**config.mk**
```make
export PLATFORM = sky130hd
export DESIGN_NAME = tea_cell
export DESIGN_NICKNAME = d
export VERILOG_FILES = /design/src/hw/rtl/tea_pkg.sv /design/src/hw/rtl/tea_cell.sv
export SDC_FILE = /design/constraint.sdc
export NUM_CORES = 1
export LEC_CHECK = 0
export BUFFER_PORTS_ARGS = -buffer_cell sky130_fd_sc_hd__buf_4
export CAP_MARGIN = 25
export CORE_MARGIN = 2
export CORE_UTILIZATION = 41
export CTS_CLUSTER_DIAMETER = 150
export DETAILED_ROUTE_END_ITERATION = 6
export GPL_ROUTABILITY_DRIVEN = 0
export GPL_TIMING_DRIVEN = 1
export PLACE_DENSITY = 0.67
export SYNTH_ARGS = -nofsm -noshare
export SYNTH_HDL_FRONTEND = slang
export SYNTH_SLANG_ARGS = --single-unit
```
**constraint.sdc**
```tcl
create_clock -name clk -period 7.6 [get_ports clk]
set_clock_uncertainty 0.2 [all_clocks]
set_input_delay 0.76 -clock clk [delete_from_list [all_inputs] [get_ports clk]]
set_output_delay 0.76 -clock clk [all_outputs]
set_load 0.02 [all_outputs]
```
**src/hw/rtl/tea_pkg.sv**
```systemverilog
// Shared types, constants and the round mixing function for the TEA pipeline.
package tea_pkg;

  localparam logic [31:0] TEA_DELTA = 32'h9e3779b9;
  localparam int unsigned CFG_INDEX_W = 8;

  localparam logic [CFG_INDEX_W-1:0] KEY_WORD0_IDX = 8'd0;
  localparam logic [CFG_INDEX_W-1:0] KEY_WORD1_IDX = 8'd1;
  localparam logic [CFG_INDEX_W-1:0] KEY_WORD2_IDX = 8'd2;
  localparam logic [CFG_INDEX_W-1:0] KEY_WORD3_IDX = 8'd3;

  localparam logic KIND_ENCRYPT = 1'b0;
  localparam logic KIND_DECRYPT = 1'b1;

  typedef struct packed {
    logic        kind;
    logic [31:0] left_word;
    logic [31:0] right_word;
  } in_item_t;

  typedef struct packed {
    logic [31:0] left_result;
    logic [31:0] right_result;
  } out_item_t;

  typedef struct packed {
    logic        kind;
    logic [31:0] left;
    logic [31:0] right;
  } stage_t;

  typedef struct packed {
    logic [31:0] w0;
    logic [31:0] w1;
    logic [31:0] w2;
    logic [31:0] w3;
  } key_t;

  function automatic logic [31:0] mix_half(input logic [31:0] v, input logic [31:0] sum,
                                           input logic [31:0] ka, input logic [31:0] kb);
    mix_half = ((v << 4) + ka) ^ (v + sum) ^ ((v >> 5) + kb);
  endfunction

endpackage

```
**src/hw/rtl/tea_cell.sv**
```systemverilog
// One half round of TEA: updates one half of the block and hands it on.
module tea_cell #(
  parameter logic [31:0] ENC_SUM = 32'h0,
  parameter logic [31:0] DEC_SUM = 32'h0,
  parameter bit          SECOND  = 1'b0
) (
  input  logic            clk,
  input  logic            rst_n,
  input  tea_pkg::key_t   key,
  input  logic            up_valid,
  output logic            up_ready,
  input  tea_pkg::stage_t up_data,
  output logic            dn_valid,
  input  logic            dn_ready,
  output tea_pkg::stage_t dn_data
);
  import tea_pkg::*;

  logic   valid_r;
  stage_t data_r;
  stage_t data_nxt;
  logic [31:0] sum;
  logic [31:0] src;
  logic [31:0] ka;
  logic [31:0] kb;
  logic [31:0] mix;
  logic        use_left;   // mix the left half into the right half

  // Encrypt: first half updates left from right, second updates right.
  // Decrypt runs the two halves in the opposite order and subtracts.
  always_comb begin
    use_left = (up_data.kind == KIND_DECRYPT) ? !SECOND : SECOND;
    sum      = (up_data.kind == KIND_DECRYPT) ? DEC_SUM : ENC_SUM;
    src      = use_left ? up_data.left : up_data.right;
    ka       = use_left ? key.w2 : key.w0;
    kb       = use_left ? key.w3 : key.w1;
    mix      = mix_half(src, sum, ka, kb);
    data_nxt = up_data;
    if (up_data.kind == KIND_DECRYPT) begin
      if (use_left) data_nxt.right = up_data.right - mix;
      else          data_nxt.left  = up_data.left - mix;
    end else begin
      if (use_left) data_nxt.right = up_data.right + mix;
      else          data_nxt.left  = up_data.left + mix;
    end
  end

  assign up_ready = !valid_r || dn_ready;

  always_ff @(posedge clk) begin
    if (!rst_n) begin
      valid_r <= 1'b0;
    end else if (up_ready) begin
      valid_r <= up_valid;
    end
  end

  always_ff @(posedge clk) begin
    if (up_ready && up_valid) begin
      data_r <= data_nxt;
    end
  end

  assign dn_valid = valid_r;
  assign dn_data  = data_r;

endmodule

```
==> implementation parameters <==
Parameter                              Value

Run status
  Outcome ... completed

Yosys
  Async S/R FF share, synth ... 0%
  Register bit count reported by yosys ... 66
  Mapped Nets ... 1,509
  Number of different library cells in the post-synthesis netlist ... between 70 and 80
  Synthesized cell area ... roughly 10,000 um^2
  Average cell area after synthesis ... roughly 8.6 um^2
  Number of flops mapped to enable cells by yosys ... 65
  Primary flip-flop cell chosen by synthesis mapping ... edfxtp_1
  Post-synthesis cell count ... roughly 1,200
  Share of synthesized area occupied by flip-flops and latches ... approximately a fifth
  Number of warning messages in the yosys log ... 0

Drt
  Vias per cell ... ~5.6
  Number of iterations in the first detailed-routing pass ... 5
  Number of violations reported at the end of detailed-routing iteration 0 ... 821
  Post-DR wirelength/cell ... 18.0 um
  Via total after detailed routing ... about 9,900
  Remaining design rule violation count ... 0
  Number of antenna-violating nets in the routed design ... 0
  Post-Route WL ... about 32,000 um

Flow run
  Max-cap violations ... 0

Place
  Detailed Place HPWL ... 26,800 um
  Port buffer count ... between 200 and 300
  Cell count after placement ... about 1,800

Power and ir drop
  Clock network fraction of total power ... 10.2%
  Power per Cell Area ... around 340 nW/um^2
  Leakage dissipation ... a little under 0.006 uW
  Fraction of power consumed by sequential logic ... around 14%
  Proportion of total power due to net switching ... between 40% and 50%
  Internal power ... approximately 2300 uW
  Net load switching power ... around 2000 uW
  Max rail drop VDD ... approximately 140 uV
  Portion of total power attributed to combinational logic ... 75.7%

Timing
  Peak clock frequency supported by timing ... ~0.15 GHz
  Relative slew slack ... 43.0%
  Post-route clock period utilization ... approximately 90%
  Number of hold-slack violations in the final timing report ... 0
  Number of max-slew violations in the final report ... 0
  Final worst path period need ... approximately 6.7 ns
  Unrepaired setup endpoints after global routing ... false
  Final setup viols ... 0
  Transition time at the pin with the least slew margin ... approximately 0.85 ns
  Total negative slack for setup checks ... 0 ns
  Worst Hold Margin ... 0.362 ns

Clock network
  Post-CTS Setup Repair Bufs ... 0
  Post-cts resize count ... 0
  Clock tree sinks ... between 60 and 70
  Clock transition at path regs ... about 0.05 ns
  Count of hold-fix buffers inserted at cts ... 0
  H-Tree Level Count ... 3
  Clock root buffer master ... clkbuf_16
  Total clock buffers created by CTS ... 9
  Insertion delay to the later sink of the worst-skew pair ... 0.33 ns
  TritonCTS clock tree ... done
  Buffer depth of the longest clock path ... 2

Global route
  Wire length of the first global-routing pass ... just under 50,000 um
  Maximum number of pins on one net before global-route repair ... approximately 110
  Vias in the first global route ... just over 9,000
  Initial antenna violation count ... 2
  Gr ovfl total ... 0
  Total GRT Usage ... between 20% and 30%

Die
  CORE AREA ... roughly 24,000 um^2
  Initial cell density of the core ... between 40% and 50%
  DIE AREA ... 26,100 um^2
  Core Rows ... 57
  Die width ... around 160 um
  Number of top-level design ports ... about 260
  Vert. Die Dim ... around 160 um

Critical path
  Critical Path Start Type ... input port
  Worst endpoint data arrival time ... ~6.6 ns
  Cell type with the highest occurrence count on the critical path ... a21oi_1
  Slowest stage cell on the critical path ... a2111oi_0
  Crit end category ... register
  Max stage delay on crit path ... between 0.5 and 0.6 ns
  Category of the most critical setup path ... in2reg
  Required time at the endpoint of the critical path ... approximately 7.5 ns
  Top fanout value on the critical path ... roughly 110

Layout
  Fin cells ... about 1,800
  Final layout net count ... 1,761
  Filler Cell Count ... roughly 2,300
  Total area of multi-input combinational cells ... roughly 7900 um^2
  P&R area growth vs syn ... 26.0%
  Fraction of layout instances using a drive strength above 1 ... between 20% and 30%
  Register Area ... roughly 2000 um^2

Min path
  Hold WC Path Type ... reg2reg
flip-flops by register name, indices dropped and copies added, names as in the netlist:
signal,count
dn_valid,1
dn_data,65
critical path: cells and delay by family:
family / cells / cell delay, ns
AND/OR/NAND/NOR: 5 / 0.83
AO/OA/AOI/OAI: 14 / 3.18
XOR/XNOR: 2 / 0.31
adder cells (fa/ha/maj): 2 / 0.74
buffers and inverters: 2 / 0.73
logic make-up after synthesis:
logic type | after synthesis | synth area share [%]
mux | 66 | 7.26
flops | 66 | 19.4
simple gates | 285 | 13.9
xor+xnor | 172 | 15.6
compound gates | 386 | 25.0
buf+inv | 89 | 3.30
fa+ha+maj | 124 | 15.5
Yosys cell counts, drive strengths merged, types with 3 or more instances:
master	instances	area (um^2)
a2111oi	5	63.8
a211o	4	35.0
a211oi	15	113
a21boi	4	30.0
a21o	68	510
a21oi	97	485
a31o	8	70.1
a31oi	13	81.3
and2	6	37.5
and3	5	31.3
and4	5	43.8
buf	4	16.3
clkbuf	26	97.6
edfxtp	65	1950
fa	4	80.1
ha	120	1500
inv	58	218
mux2	56	634
mux2i	10	104
nand2	100	375
nand2b	31	194
nand3	18	90.1
nand3b	5	37.5
nand4	8	50.1
nor2	49	184
nor2b	27	169
nor3	12	60.1
o2111ai	4	35.0
o211a	3	30.0
o211ai	9	67.6
o21a	20	151
o21ai	76	380
o21bai	23	173
o311ai	4	35.0
o31a	5	43.8
o31ai	11	82.6
or2	6	37.5
or3	7	43.8
xnor2	118	1060
xor2	50	438
placed cells by master (no fill, tap or decap), types with 12 or more instances in the layout:
cell type  netlist  layout
nor2b_1         27      27
o21a_1          19      19
edfxtp_1        65      65
nand3_1         18      18
nor2_1          49      49
xnor2_1        115     115
a21oi_1         97      97
a21o_1          68      68
o21ai_1         15      15
a31oi_1         13      13
nand2b_1        31      31
inv_1           58      58
a211oi_1        15      15
mux2_2          55      55
nand2_1        100     100
xor2_1          50      50
buf_4            0     269
o21ai_0         61      61
o21bai_1        23      23
ha_1           120     120
nor3_1          12      12
area by class of cell:
| class | instances | share of cell area [%] |
|---|---|---|
| sequential | 66 | 15.4 |
| timing repair buffer | 271 | 16.0 |
| inverter | 59 | 1.73 |
| clock inverter | 4 | 0.527 |
| tap | 324 | 3.16 |
| antenna | 2 | 0.0390 |
| clock buffer | 11 | 1.82 |
| multi-input combinational | 1033 | 61.4 |
per-layer routing:
| metal | part of all wire, % | up-vias | global-route usage (%) |
|---|---|---|---|
| met3 | 7.2 | 39 | 2.11 |
| met1 | 47 | 4555 | 35.2 |
| li1 | - | 4889 | - |
| met2 | 44 | 430 | 36.4 |
| met4 | 2.0 | 0 | 6.62 |
| met5 | 0 | - | 0 |
final timing paths:
| kind | slack, ns | to | startpoint | cells after the start |
|---|---|---|---|---|
| setup / recovery | 0.89 | dn_data[59]$_DFFE_PP_ | up_data[64] | 25 |
| hold / removal | 0.36 | dn_valid$_SDFFE_PN0N_ | dn_valid$_SDFFE_PN0N_ | 2 |
| setup reg to reg | 5.77 | dn_data[2]$_DFFE_PP_ | dn_valid$_SDFFE_PN0N_ | 3 |
| hold reg to reg | 0.36 | dn_valid$_SDFFE_PN0N_ | dn_valid$_SDFFE_PN0N_ | 2 |
metrics by stage:
stage	power [uW]	area (um^2)	utilization, %	worst slack [ns]
2_1_floorplan	2990	10200	-	0.215
3_3_place_gp	3750	12500	51.5	0.766
3_5_place_dp	3800	12500	51.5	0.614
4_1_cts	4250	12800	52.7	0.917
5_1_grt	4640	12800	52.7	0.414
6_report	4300	12800	52.7	0.888
power by group through the flow:
stage,clock (uW),combinational [uW],sequential (uW)
floorplan,0,2250,744
finish,441,3260,605
global route,458,3570,614
detailed placement,0,3180,612
global placement,0,3140,612
CTS,446,3200,606
Note: power is estimated with default switching activity, not from simulation.
